`src/hdl/sit_pkg.sv`:
```
// Shared package of the sorted id table: action and status codes, sequencer
// states and the result record. Used by the channel interfaces and the top level.
// No dependencies.
package sit_pkg;

  localparam int ACTION_W    = 2;
  localparam int CMD_ID_W    = 16;
  localparam int OPT_BIT_W   = 5;
  localparam int READ_IDX_W  = 6;
  localparam int STATUS_W    = 3;
  localparam int ENTRY_IDX_W = 6;
  localparam int ENTRY_ID_W  = 16;
  localparam int ENTRY_MSK_W = 32;
  localparam int ENTRY_CNT_W = 7;

  typedef enum logic [ACTION_W-1:0] {
    ACT_CMD  = 2'd0,
    ACT_OPT  = 2'd1,
    ACT_READ = 2'd2,
    ACT_NONE = 2'd3
  } action_e;

  typedef enum logic [STATUS_W-1:0] {
    STAT_FOUND    = 3'd0,
    STAT_INSERTED = 3'd1,
    STAT_OPT_SET  = 3'd2,
    STAT_NO_CMD   = 3'd3,
    STAT_FULL     = 3'd4,
    STAT_READ_OK  = 3'd5,
    STAT_RANGE    = 3'd6
  } status_e;

  typedef enum logic [2:0] {
    S_IDLE,
    S_SCAN,
    S_PLACE,
    S_SHIFT,
    S_WRITE,
    S_OPT,
    S_READ,
    S_FIN
  } state_e;

  typedef struct packed {
    status_e                  status;
    logic [ENTRY_IDX_W-1:0]   entry_index;
    logic [ENTRY_ID_W-1:0]    entry_id;
    logic [ENTRY_MSK_W-1:0]   entry_mask;
    logic [ENTRY_CNT_W-1:0]   entry_count;
  } result_t;

endpackage

```
`src/hdl/sit_req_if.sv`:
```
// Request channel of the sorted id table: valid/ready handshake and the
// request fields. Depends on sit_pkg.
interface sit_req_if;
  import sit_pkg::*;

  logic                  valid;
  logic                  ready;
  logic [ACTION_W-1:0]   action;
  logic [CMD_ID_W-1:0]   cmd_id;
  logic [OPT_BIT_W-1:0]  option_bit;
  logic [READ_IDX_W-1:0] read_index;

  modport source (output valid, output action, output cmd_id, output option_bit,
                  output read_index, input ready);
  modport sink   (input valid, input action, input cmd_id, input option_bit,
                  input read_index, output ready);
endinterface

```
`src/hdl/sit_rsp_if.sv`:
```
// Response channel of the sorted id table: valid/ready handshake and the
// response fields. Depends on sit_pkg.
interface sit_rsp_if;
  import sit_pkg::*;

  logic                   valid;
  logic                   ready;
  logic [STATUS_W-1:0]    status;
  logic [ENTRY_IDX_W-1:0] entry_index;
  logic [ENTRY_ID_W-1:0]  entry_id;
  logic [ENTRY_MSK_W-1:0] entry_mask;
  logic [ENTRY_CNT_W-1:0] entry_count;

  modport source (output valid, output status, output entry_index, output entry_id,
                  output entry_mask, output entry_count, input ready);
  modport sink   (input valid, input status, input entry_index, input entry_id,
                  input entry_mask, input entry_count, output ready);
endinterface

```
`src/hdl/sorted_id_table_with_option_masks.sv`:
```
// Top level of the sorted id table with option masks: sequencer, counters and
// result register. Depends on sit_pkg, sit_req_if, sit_rsp_if and sit_table_ram.
//
// Requests arrive on req_i and each one that does something gives exactly one
// response on rsp_o; both channels use valid/ready. The block takes one request
// at a time: req_i.ready is high only while the sequencer is idle.
// A command request scans the table one entry per cycle through the single
// read port of the entry RAM until it meets an id not below its own. If the id
// is absent, later entries move up one place per cycle, then the new entry is
// written. A found command goes from the scan straight to the finish state; an
// absent one passes through the place state and, unless the table is full, any
// shifting and the write state. Option and read requests pass through the option
// or read state before finishing; an early error answer goes straight to finish.
// The response sits in an output register; while the receiver stalls, the next
// request can still be accepted and worked on, and the finished response waits
// in a staging register until the output register frees up.
// Reset empties the table and clears the current entry; RAM contents are not
// cleared, since data read from positions at or above the entry count is never used.
module sorted_id_table_with_option_masks #(
  parameter int CAPACITY  = 64,
  parameter int ID_BITS   = 16,
  parameter int MASK_BITS = 32
) (
  input  logic clk_i,
  input  logic rst_ni,
  sit_req_if.sink   req_i,
  sit_rsp_if.source rsp_o
);
  import sit_pkg::*;

  localparam int IW = $clog2(CAPACITY);
  localparam int CW = $clog2(CAPACITY + 1);
  localparam int KW = (ID_BITS < CMD_ID_W) ? ID_BITS : CMD_ID_W;
  localparam int MW = MASK_BITS;

  function automatic logic [ENTRY_IDX_W-1:0] to_idx(input logic [IW-1:0] v);
    logic [31:0] w;
    w = 32'(v);
    return w[ENTRY_IDX_W-1:0];
  endfunction

  function automatic logic [ENTRY_CNT_W-1:0] to_cnt(input logic [CW-1:0] v);
    logic [31:0] w;
    w = 32'(v);
    return w[ENTRY_CNT_W-1:0];
  endfunction

  function automatic logic [ENTRY_MSK_W-1:0] to_msk(input logic [MW-1:0] v);
    logic [63:0] w;
    w = 64'(v);
    return w[ENTRY_MSK_W-1:0];
  endfunction

  state_e               state_q, state_d;
  logic [KW-1:0]        key_q, key_d;
  logic [OPT_BIT_W-1:0] bit_q, bit_d;
  logic [READ_IDX_W-1:0] ridx_q, ridx_d;
  logic [IW-1:0]        ptr_q, ptr_d;
  logic [IW-1:0]        pos_q, pos_d;
  logic [IW-1:0]        sh_q, sh_d;
  logic [CW-1:0]        used_q, used_d;
  logic [IW-1:0]        cur_pos_q, cur_pos_d;
  logic                 cur_valid_q, cur_valid_d;
  result_t              res_q, res_d;
  result_t              out_q, out_d;
  logic                 out_valid_q, out_valid_d;

  logic                 we;
  logic [IW-1:0]        waddr;
  logic [KW-1:0]        wid;
  logic [MW-1:0]        wmask;
  logic [IW-1:0]        raddr;
  logic [KW-1:0]        rid;
  logic [MW-1:0]        rmask;
  logic [MW-1:0]        set_mask;
  logic [CW-1:0]        ptr_next;

  sit_table_ram #(
    .DEPTH (CAPACITY),
    .AW    (IW),
    .IDW   (KW),
    .MSW   (MW)
  ) u_ram (
    .clk_i   (clk_i),
    .we_i    (we),
    .waddr_i (waddr),
    .wid_i   (wid),
    .wmask_i (wmask),
    .raddr_i (raddr),
    .rid_o   (rid),
    .rmask_o (rmask)
  );

  assign set_mask = (32'(bit_q) < 32'(MW)) ? (MW'(1) << bit_q) : '0;
  assign ptr_next = CW'(ptr_q) + CW'(1);

  always_ff @(posedge clk_i or negedge rst_ni) begin
    if (!rst_ni) begin
      state_q     <= S_IDLE;
      used_q      <= '0;
      cur_pos_q   <= '0;
      cur_valid_q <= 1'b0;
      out_valid_q <= 1'b0;
    end else begin
      state_q     <= state_d;
      used_q      <= used_d;
      cur_pos_q   <= cur_pos_d;
      cur_valid_q <= cur_valid_d;
      out_valid_q <= out_valid_d;
    end
  end

  always_ff @(posedge clk_i) begin
    key_q  <= key_d;
    bit_q  <= bit_d;
    ridx_q <= ridx_d;
    ptr_q  <= ptr_d;
    pos_q  <= pos_d;
    sh_q   <= sh_d;
    res_q  <= res_d;
    out_q  <= out_d;
  end

  always_comb begin
    state_d     = state_q;
    key_d       = key_q;
    bit_d       = bit_q;
    ridx_d      = ridx_q;
    ptr_d       = ptr_q;
    pos_d       = pos_q;
    sh_d        = sh_q;
    used_d      = used_q;
    cur_pos_d   = cur_pos_q;
    cur_valid_d = cur_valid_q;
    res_d       = res_q;
    out_d       = out_q;
    out_valid_d = out_valid_q && !rsp_o.ready;
    we          = 1'b0;
    waddr       = sh_q;
    wid         = rid;
    wmask       = rmask;
    raddr       = ptr_q;
    req_i.ready = (state_q == S_IDLE);

    case (state_q)
      S_IDLE: begin
        if (req_i.valid) begin
          key_d  = req_i.cmd_id[KW-1:0];
          bit_d  = req_i.option_bit;
          ridx_d = req_i.read_index;
          case (action_e'(req_i.action))
            ACT_CMD: begin
              ptr_d = '0;
              raddr = '0;
              pos_d = '0;
              state_d = (used_q == '0) ? S_PLACE : S_SCAN;
            end
            ACT_OPT: begin
              raddr = cur_pos_q;
              if (cur_valid_q) begin
                state_d = S_OPT;
              end else begin
                res_d = '{STAT_NO_CMD, '0, '0, '0, to_cnt(used_q)};
                state_d = S_FIN;
              end
            end
            ACT_READ: begin
              raddr = IW'(req_i.read_index);
              if (32'(req_i.read_index) < 32'(used_q)) begin
                state_d = S_READ;
              end else begin
                res_d = '{STAT_RANGE, req_i.read_index, '0, '0, to_cnt(used_q)};
                state_d = S_FIN;
              end
            end
            default: begin
              state_d = S_IDLE;
            end
          endcase
        end
      end
      S_SCAN: begin
        if (rid == key_q) begin
          cur_pos_d   = ptr_q;
          cur_valid_d = 1'b1;
          res_d = '{STAT_FOUND, to_idx(ptr_q), ENTRY_ID_W'(rid), to_msk(rmask),
                    to_cnt(used_q)};
          state_d = S_FIN;
        end else if (rid > key_q) begin
          pos_d   = ptr_q;
          state_d = S_PLACE;
        end else if (ptr_next == used_q) begin
          pos_d   = IW'(ptr_next);
          state_d = S_PLACE;
        end else begin
          ptr_d = IW'(ptr_next);
          raddr = IW'(ptr_next);
        end
      end
      S_PLACE: begin
        if (used_q == CW'(CAPACITY)) begin
          cur_valid_d = 1'b0;
          res_d = '{STAT_FULL, '0, ENTRY_ID_W'(key_q), '0, to_cnt(used_q)};
          state_d = S_FIN;
        end else if (CW'(pos_q) == used_q) begin
          state_d = S_WRITE;
        end else begin
          sh_d    = IW'(used_q);
          raddr   = IW'(used_q) - IW'(1);
          state_d = S_SHIFT;
        end
      end
      S_SHIFT: begin
        we    = 1'b1;
        waddr = sh_q;
        sh_d  = sh_q - IW'(1);
        if (sh_q - IW'(1) == pos_q) begin
          state_d = S_WRITE;
        end else begin
          raddr = sh_q - IW'(2);
        end
      end
      S_WRITE: begin
        we          = 1'b1;
        waddr       = pos_q;
        wid         = key_q;
        wmask       = '0;
        used_d      = used_q + CW'(1);
        cur_pos_d   = pos_q;
        cur_valid_d = 1'b1;
        res_d = '{STAT_INSERTED, to_idx(pos_q), ENTRY_ID_W'(key_q), '0,
                  to_cnt(used_q + CW'(1))};
        state_d = S_FIN;
      end
      S_OPT: begin
        we    = 1'b1;
        waddr = cur_pos_q;
        wmask = rmask | set_mask;
        res_d = '{STAT_OPT_SET, to_idx(cur_pos_q), ENTRY_ID_W'(rid),
                  to_msk(rmask | set_mask), to_cnt(used_q)};
        state_d = S_FIN;
      end
      S_READ: begin
        res_d = '{STAT_READ_OK, ridx_q, ENTRY_ID_W'(rid), to_msk(rmask),
                  to_cnt(used_q)};
        state_d = S_FIN;
      end
      S_FIN: begin
        if (!out_valid_q || rsp_o.ready) begin
          out_d       = res_q;
          out_valid_d = 1'b1;
          state_d     = S_IDLE;
        end
      end
      default: begin
        state_d = S_IDLE;
      end
    endcase
  end

  assign rsp_o.valid       = out_valid_q;
  assign rsp_o.status      = out_q.status;
  assign rsp_o.entry_index = out_q.entry_index;
  assign rsp_o.entry_id    = out_q.entry_id;
  assign rsp_o.entry_mask  = out_q.entry_mask;
  assign rsp_o.entry_count = out_q.entry_count;

`ifndef NO_ASSERTIONS
  a_count_bound: assert property (@(posedge clk_i) disable iff (!rst_ni)
    32'(used_q) <= CAPACITY)
    else $error("entry count exceeds capacity");

  a_current_in_table: assert property (@(posedge clk_i) disable iff (!rst_ni)
    cur_valid_q |-> (CW'(cur_pos_q) < used_q))
    else $error("current entry lies outside the table");

  a_shift_above_slot: assert property (@(posedge clk_i) disable iff (!rst_ni)
    (state_q == S_SHIFT) |-> (sh_q > pos_q))
    else $error("shift pointer passed the insertion slot");

  a_insert_counts: assert property (@(posedge clk_i) disable iff (!rst_ni)
    (state_q == S_WRITE) |=> (used_q == $past(used_q) + CW'(1)))
    else $error("insertion did not grow the table by one");
`endif

endmodule

```
`src/hdl/sit_table_ram.sv`:
```
// Entry storage of the sorted id table: id and mask arrays with one write
// port and one registered read port sharing its address. No dependencies.
module sit_table_ram #(
  parameter int DEPTH = 64,
  parameter int AW    = 6,
  parameter int IDW   = 16,
  parameter int MSW   = 32
) (
  input  logic           clk_i,
  input  logic           we_i,
  input  logic [AW-1:0]  waddr_i,
  input  logic [IDW-1:0] wid_i,
  input  logic [MSW-1:0] wmask_i,
  input  logic [AW-1:0]  raddr_i,
  output logic [IDW-1:0] rid_o,
  output logic [MSW-1:0] rmask_o
);

  logic [IDW-1:0] id_mem   [DEPTH];
  logic [MSW-1:0] mask_mem [DEPTH];
  logic [IDW-1:0] rid_q;
  logic [MSW-1:0] rmask_q;

  always_ff @(posedge clk_i) begin
    if (we_i) begin
      id_mem[waddr_i]   <= wid_i;
      mask_mem[waddr_i] <= wmask_i;
    end
    rid_q   <= id_mem[raddr_i];
    rmask_q <= mask_mem[raddr_i];
  end

  assign rid_o   = rid_q;
  assign rmask_o = rmask_q;

endmodule
```
`src/flat_wrapper.sv`:
```
// flat-port wrapper written by rule: the top's interface ports become plain ports
module sorted_id_table_with_option_masks_flat import sit_pkg::*;
#(
  parameter int CAPACITY  = 64,
  parameter int ID_BITS   = 16,
  parameter int MASK_BITS = 32
)
  (clk_i, rst_ni, req_i_valid, req_i_action, req_i_cmd_id, req_i_option_bit, req_i_read_index, req_i_ready, rsp_o_valid, rsp_o_status, rsp_o_entry_index, rsp_o_entry_id, rsp_o_entry_mask, rsp_o_entry_count, rsp_o_ready);
  sit_req_if req_i_i ();
  sit_rsp_if rsp_o_i ();
  input  logic clk_i;
  input  logic rst_ni;
  input wire logic [$bits(req_i_i.valid)-1:0] req_i_valid;
  input wire logic [$bits(req_i_i.action)-1:0] req_i_action;
  input wire logic [$bits(req_i_i.cmd_id)-1:0] req_i_cmd_id;
  input wire logic [$bits(req_i_i.option_bit)-1:0] req_i_option_bit;
  input wire logic [$bits(req_i_i.read_index)-1:0] req_i_read_index;
  output wire logic [$bits(req_i_i.ready)-1:0] req_i_ready;
  output wire logic [$bits(rsp_o_i.valid)-1:0] rsp_o_valid;
  output wire logic [$bits(rsp_o_i.status)-1:0] rsp_o_status;
  output wire logic [$bits(rsp_o_i.entry_index)-1:0] rsp_o_entry_index;
  output wire logic [$bits(rsp_o_i.entry_id)-1:0] rsp_o_entry_id;
  output wire logic [$bits(rsp_o_i.entry_mask)-1:0] rsp_o_entry_mask;
  output wire logic [$bits(rsp_o_i.entry_count)-1:0] rsp_o_entry_count;
  input wire logic [$bits(rsp_o_i.ready)-1:0] rsp_o_ready;
  assign req_i_i.valid = req_i_valid;
  assign req_i_i.action = req_i_action;
  assign req_i_i.cmd_id = req_i_cmd_id;
  assign req_i_i.option_bit = req_i_option_bit;
  assign req_i_i.read_index = req_i_read_index;
  assign req_i_ready = req_i_i.ready;
  assign rsp_o_valid = rsp_o_i.valid;
  assign rsp_o_status = rsp_o_i.status;
  assign rsp_o_entry_index = rsp_o_i.entry_index;
  assign rsp_o_entry_id = rsp_o_i.entry_id;
  assign rsp_o_entry_mask = rsp_o_i.entry_mask;
  assign rsp_o_entry_count = rsp_o_i.entry_count;
  assign rsp_o_i.ready = rsp_o_ready;
  sorted_id_table_with_option_masks #(.CAPACITY(CAPACITY), .ID_BITS(ID_BITS), .MASK_BITS(MASK_BITS)) u_core (.clk_i(clk_i), .rst_ni(rst_ni), .req_i(req_i_i), .rsp_o(rsp_o_i));
endmodule
```
`config.mk`:
```
export PLATFORM = sky130hd
export DESIGN_NAME = sorted_id_table_with_option_masks_flat
export DESIGN_NICKNAME = d
export VERILOG_FILES = /design/src/hdl/sit_pkg.sv /design/src/hdl/sit_req_if.sv /design/src/hdl/sit_rsp_if.sv /design/src/hdl/sorted_id_table_with_option_masks.sv /design/src/hdl/sit_table_ram.sv /design/src/flat_wrapper.sv
export SDC_FILE = /design/constraint.sdc
export NUM_CORES = 2
export LEC_CHECK = 0
export BUFFER_PORTS_ARGS = -buffer_cell sky130_fd_sc_hd__buf_4
export CORE_UTILIZATION = 35
export CTS_CLUSTER_DIAMETER = 100
export DETAILED_ROUTE_END_ITERATION = 10
export PLACE_DENSITY_LB_ADDON = 0.08
export SETUP_SLACK_MARGIN = 0.5
export SLEW_MARGIN = 20
export SYNTH_ARGS = -nofsm -noshare
export SYNTH_HDL_FRONTEND = slang
export SYNTH_SLANG_ARGS = --single-unit
```
`constraint.sdc`:
```
create_clock -name clk_i -period 5.4 [get_ports clk_i]
set_input_delay 0.27 -clock clk_i [delete_from_list [all_inputs] [get_ports clk_i]]
set_output_delay 0.27 -clock clk_i [all_outputs]
set_load 0.01 [all_outputs]
```
# After elaboration in Yosys (flattened, before gate mapping)

Memories as Yosys holds them, arrays and structs flattened. A register that Yosys moved wholly into a read port is not among the register bits.
Index checks and enable logic that the tools add are counted.

Latch bits: 0
Register bits after elaboration: 191
Memory bits (writable): 3072
Memories: 2
Word-level logic and storage cells: 135
Memory bits (read-only): 0
Input bits: 33

Memories:

| memory                | words | width | read ports | clocked after memory_dff | wr ports | line                | source |
|---|---|---|---|---|---|---|---|
| u_core.u_ram.mask_mem | 64    | 32    | 1          | 1                        | 1        | sit_table_ram.sv:20 | `logic [MSW-1:0] mask_mem [DEPTH];` |
| u_core.u_ram.id_mem   | 64    | 16    | 1          | 1                        | 1        | sit_table_ram.sv:19 | `logic [IDW-1:0] id_mem [DEPTH];` |

Mux-type cells: 52
Reduce and logical (&&, ||, !) cells: 23
Div/mod/pow operators: 0
$mul: 0
$lt $le $gt $ge: 2
Bitwise logic cells: 1
Equality and inequality tests: 28
Add/sub/neg operators: 5
Shift operators: 1

Operators by type and width:

| cell                                                                | count |
|---|---|
| 64-bit case mux with 6 select lines                                 | 1 |
| 64-bit two-way mux                                                  | 5 |
| 64-bit case mux with 2 select lines                                 | 1 |
| 6-bit two-way mux                                                   | 15 |
| 32-bit case mux with 2 select lines                                 | 1 |
| 6-bit case mux with 2 select lines                                  | 5 |
| 32-bit bitwise OR                                                   | 1 |
| 1-bit by 5-bit left shift with 32-bit output (first input constant) | 1 |
| 3-bit two-way mux                                                   | 8 |
| 6-bit case mux with 4 select lines                                  | 1 |
| 3-bit case mux with 6 select lines                                  | 1 |
| 6-bit case mux with 3 select lines                                  | 1 |
| 16-bit == test                                                      | 1 |
| 16-bit greater-than comparator                                      | 1 |
| 16-bit two-way mux                                                  | 1 |
| 3-bit == test (second input constant)                               | 4 |
| 6-bit by 1-bit subtractor with 6-bit output (second input constant) | 2 |
| 2-bit by 1-bit != test with 1-bit output (second input constant)    | 5 |
| 3-bit case mux with 3 select lines                                  | 1 |
| 3-bit AND reduction                                                 | 3 |
| 1-bit two-way mux                                                   | 8 |
| 2-bit != test (second input constant)                               | 4 |
| 6-bit by 1-bit adder with 7-bit output (second input constant)      | 1 |
| 7-bit by 1-bit adder with 7-bit output (second input constant)      | 1 |
| 29 further kinds                                                    | 39 |

# Longest topological paths before layout

Depth in word-level cells: 6
Mapped depth: 20
Depth with buffers taken out: 15

# Hierarchy

A second synthesis with hierarchy kept.

Cells, all modules: 5979
Area total of the unflattened synthesis: 127438.5 um^2

By module, submodules not included:

| module                            | area each (um^2) | times used | sequential area each (um^2) | cells an instance |
|---|---|---|---|---|
| sit_table_ram                     | 117632.8         | 1          | 93209.4                     | 5104 |
| sorted_id_table_with_option_masks | 9805.7           | 1          | 5645.4                      | 875 |

# Worst setup path before layout

OpenSTA, ideal clock, no wires.

Path type: reg-to-reg
From: register u_core.used_q[1]
To: register u_core.res_q[0] (netlist name) (enable)
Arrival time: 4.887 ns
Cell stages (with the launch flop): 15
Required time: 4.893 ns
Path slack: 0.006 ns
Clock period less this slack: 5.394 ns
Path through: dfrtp_1 clkbuf_1 inv_1 ha_1 o21ai_0 nand2b_1 a21oi_1 nor2b_1 o21ai_0 nand2b_1 a21oi_1 o21ai_0 a311o_1 a21oi_1 a21oi_1

Cells in the longest elaborated chain, start to end: 3
Elaborated cells between the ends (all ways): 5
Those cells by class: order compare (1); eq/ne (3); reduce/logical (1)

RTL lines:

| item                                                                                   | line                                                                               | source |
|---|---|---|
| start, declared                                                                        | sorted_id_table_with_option_masks.sv:61                                            | `logic [CW-1:0] used_q, used_d;` |
| start signal, assigned                                                                 | sorted_id_table_with_option_masks.sv:106                                           | `used_q <= used_d;` |
| 6-bit by 7-bit less-than comparator with 1-bit output or 7-bit == test (tied branches) | sorted_id_table_with_option_masks.sv:169, sorted_id_table_with_option_masks.sv:201 |  |
| 3-bit != test (no line) or 2-bit by 1-bit != test with 1-bit output (tied branches)    | --                                                                                 |  |
| 7-bit AND reduction (no line) (*)                                                      | --                                                                                 |  |
| end signal, assigned                                                                   | sorted_id_table_with_option_masks.sv:120                                           | `res_q <= res_d;` |
| end, declared                                                                          | sorted_id_table_with_option_masks.sv:64                                            | `result_t res_q, res_d;` |

Every way passes the cells marked *; elsewhere a longest branch is shown, timed or not.
A chain may end at the register's enable or synchronous reset.

# Final worst setup path

From: register u_core.sh_q[2]
To: register u_core.u_ram.rid_q[4], in the netlist u_core.u_ram.rid_o[4], read port of u_core.u_ram.id_mem

Cells in the longest elaborated chain, start to end: 4
Elaborated cells between the ends (all ways): 5
Those cells by class: add/sub (2); eq/ne (1); mux (2)

RTL lines:

| item                                        | line                                     | source |
|---|---|---|
| start, declared                             | sorted_id_table_with_option_masks.sv:60  | `logic [IW-1:0] sh_q, sh_d;` |
| start signal, assigned                      | sorted_id_table_with_option_masks.sv:119 | `sh_q <= sh_d;` |
| 6-bit by 1-bit subtractor with 6-bit output | sorted_id_table_with_option_masks.sv:217 | `if (sh_q - IW'(1) == pos_q) begin` |
| 6-bit == test                               | sorted_id_table_with_option_masks.sv:217 |  |
| 6-bit two-way mux (*)                       | sorted_id_table_with_option_masks.sv:217 |  |
| 6-bit case mux with 4 select lines (*)      | sorted_id_table_with_option_masks.sv:145 | `case (state_q)` |
| end, declared                               | sit_table_ram.sv:21                      | `logic [IDW-1:0] rid_q;` |

Marks and branches as above.

==> results.yml <==
clock_network:
  cts.clk_slew.worst_paths_ns: 0.06
  clk_root_buffer_cell: "clkbuf_16"
  h-tree-depth: 5
  cts_inserted_buffers: 365
  cts.sinks: 3311
  cts_tree: "done"
  clkLatencyLatePin_ns: 0.97
  max-clock-path-buffers: 4
synthesis:
  netlist_area_sq_mm: 0.1301
  synth_edf_count: 3245
  yosys-top-cells-area: "edfxtp_1, nand2_1, nand3_1, mux4_2, mux2i_1"
  synthArstFlopShare_pct: 0.5436
  netlist.area_leader.share_pct: 74.92
  synth_seq_area_share_pct: 76.01
  synth_area_leader_cell: "edfxtp_1"
  synth_cells: 8735
  syn_nets: 8799
  ys.flop_type: "edfxtp_1"
  yosysMostFrequentCell: "edfxtp_1"
  post_synth_num_cell_types: 84
  synth_area_per_cell_sq_um: 14.89
  ys_top_cells_by_count: "edfxtp_1, nand2_1, nand3_1"
  synth_seq_cells: 3311
  yosys_warnings: 0
critical_path:
  crit_arrival_ns: 5.84
  slowest_delay_ns: 0.90
  start_kind: "flop"
  worstPathRequired_ns: 6.29
  crit_slowest_cell: "o211ai_1"
  crit_chain: "inv_2 -> ha_4 -> or3b_4 -> o22ai_4 -> or3b_4 -> o32ai_2 -> nand3b_1 -> a311oi_1 -> buf_4 -> or2_4 -> buf_12 -> buf_6 -> buf_4 -> a311oi_2 -> a31oi_1 -> o211ai_1 -> o22a_1"
  critPathCaptureType: "flop"
  reg2reg_slack_ns: 0.44
  path_class: "flop to flop"
  critPathMaxFanout: 24
global_route:
  grt_max_degree: 73
  grt_use_total_pct: 24.43
  grt_pass1_vias: 78820
  antenna_found_initial: 44
  grt_overflow: 0
  grt_first_pass_wirelength_microns: 642100
finish:
  fill_cells: 33510
  syn_to_final_growth_pct: 20.99
  final_cells: 14750
  nNetsFinal: 9554
  drive_above_1_share_pct: 18.31
sta:
  finClkSkew_ns: 0.03913
  worstMarginPinSlew_ns: 1.235
  setup_viol: 0
  period_minus_slack_ns: 4.957
  rsz0062_at_grt: "yes"
  fin_crit_sh_pct: 91.79
  fmax_ghz: 0.2017
  slew_viol_final: 0
  hold_viol_final: 0
  slew_headroom_pct: 17.29
run:
  maxCapViolCount: 0
floorplan:
  initial_core_util_pct: 35.21
  io_pins: 99
  row_count: 223
  fp.dieW_microns: 611.6
  die-area_sq_mm: 0.3740
  dieHeight_microns: 611.6
  core_area_sq_mm: 0.3694
drt:
  drt_iter0_drc: 9773
  via_count: 81740
  drtAntennaViolNets: 0
  vias_per_cell: 5.541
  first_pass_iters: 6
  wl_per_cell_microns: 31.93
  wirelength_microns: 471000
  drc_errors: 0
run_status:
  status: "completed"
placement:
  place.gp.congestion: 0.8340
  post-dp-hpwl_microns: 280500
  dp.cells: 13940
  port_buffers: 98
hold_path:
  hp-class: "primary input to flop"
-- placed cells by master, fill, tap and decap left out, types with 60 or more instances in the layout --
cell,n
and3_1,141
a31oi_1,163
o21ai_0,72
nand3_1,690
edfxtp_1,3245
buf_12,219
nor2_1,102
nand2_1,2084
nor2_4,111
o211ai_1,60
a311oi_1,146
o22ai_1,78
clkbuf_1,116
clkbuf_16,381
a21oi_1,118
buf_4,643
a32oi_1,82
a22oi_1,66
clkinv_2,62
mux4_2,153
mux2i_1,276
-- repair_timing --
action | 4_1_cts | 5_1_grt
pin swaps | 16 | 26
buffers inserted | 36 | 37
resized for setup | 59 | 93
hold buffers | 43 | 1
cloned | 4 | 10
hold endpoints to repair | 55 | 18
setup endpoints to repair | 48 | 39
-- kinds of logic (layout without fill, tap and decap cells) --
logic type	count (synthesis)	after routing	synth area share, %
AOI/OAI and AO/OA	1019	1019	5.677
xor gates and xnor gates	49	49	0.3406
adders and majority gates	31	31	0.2982
buffers and inverters	594	1650	1.999
DFF	3311	3311	76.01
muxes	444	444	4.903
other	0	10	0
and+or+nand+nor	3287	3287	10.77
-- routing by layer --
metal	up-vias	global-route usage (%)	wire, microns
met5	-	0	23
met3	542	4.020	34650
met2	3119	38.75	217100
met1	43180	35.31	208200
met4	4	5.180	11040
li1	34890	-	-
-- cell type report --
cell class	count	area (sq um)	area share, %
clock buffer	498	9871	6.273
timing repair buffer	947	10500	6.673
antenna	10	25.02	0.01590
tap	4950	6193	3.936
clock inverter	170	1687	1.072
sequential	3311	98870	62.83
inverter	35	131.4	0.08349
multi-input combinational	4830	30080	19.11
-- worst max-delay path, delay by kind of cell (launching register included) --
kind / cells / cell delay, ns
DFF: 1 / 0.42
and+or+nand+nor: 4 / 1.36
buffers and inverters: 5 / 0.85
AOI/OAI and AO/OA: 7 / 2.04
adders and majority gates: 1 / 0.14
-- per-stage QoR --
stage          hold WS, ns  util (%)  setup TNS [ns]  instance area [sq um]  setup WS [ns]
2_1_floorplan     -0.02559         -               0                 130100         0.8302
3_3_place_gp        0.1767     38.87          -2.558                 143600        -0.6174
3_5_place_dp        0.1775     38.88         -0.6239                 143600        -0.2547
4_1_cts           0.006783     42.33               0                 156400         0.5029
5_1_grt            0.04184     42.59               0                 157300         0.4267
6_report           0.07250     42.60               0                 157400         0.4433
-- worst paths after layout --
| kind | from | endpoint | cells past startpoint |
|---|---|---|---|
| worst min-delay path | req_i_cmd_id[6] | u_core.key_q[6] | 2 |
| worst min register to register | u_core.res_q[31] | u_core.rsp_o.entry_mask[24] | 0 |
| worst max-delay path | u_core.sh_q[2] | u_core.u_ram.rid_o[4] | 17 |
| min in group asynchronous | rst_ni | u_core.rsp_o.valid | 4 |
| worst max register to register | u_core.sh_q[2] | u_core.u_ram.rid_o[4] | 17 |
| max in group asynchronous | rst_ni | u_core.used_q[0] | 4 |
-- flip-flops by register name, summed over array words and instances (netlist names), 16 cells and up --
| register | flops |
|---|---|
| u_core.u_ram.rmask_o | 32 |
| u_core.rsp_o.entry_mask | 32 |
| u_core.u_ram.mask_mem | 2048 |
| u_core.u_ram.rid_o | 16 |
| u_core.key_q | 16 |
| u_core.rsp_o.entry_id | 16 |
| u_core.u_ram.id_mem | 1024 |
| u_core.res_q | 64 |
Power is not shown: default switching activity piles up to over one toggle a cycle in this logic, so the estimate is an artifact.
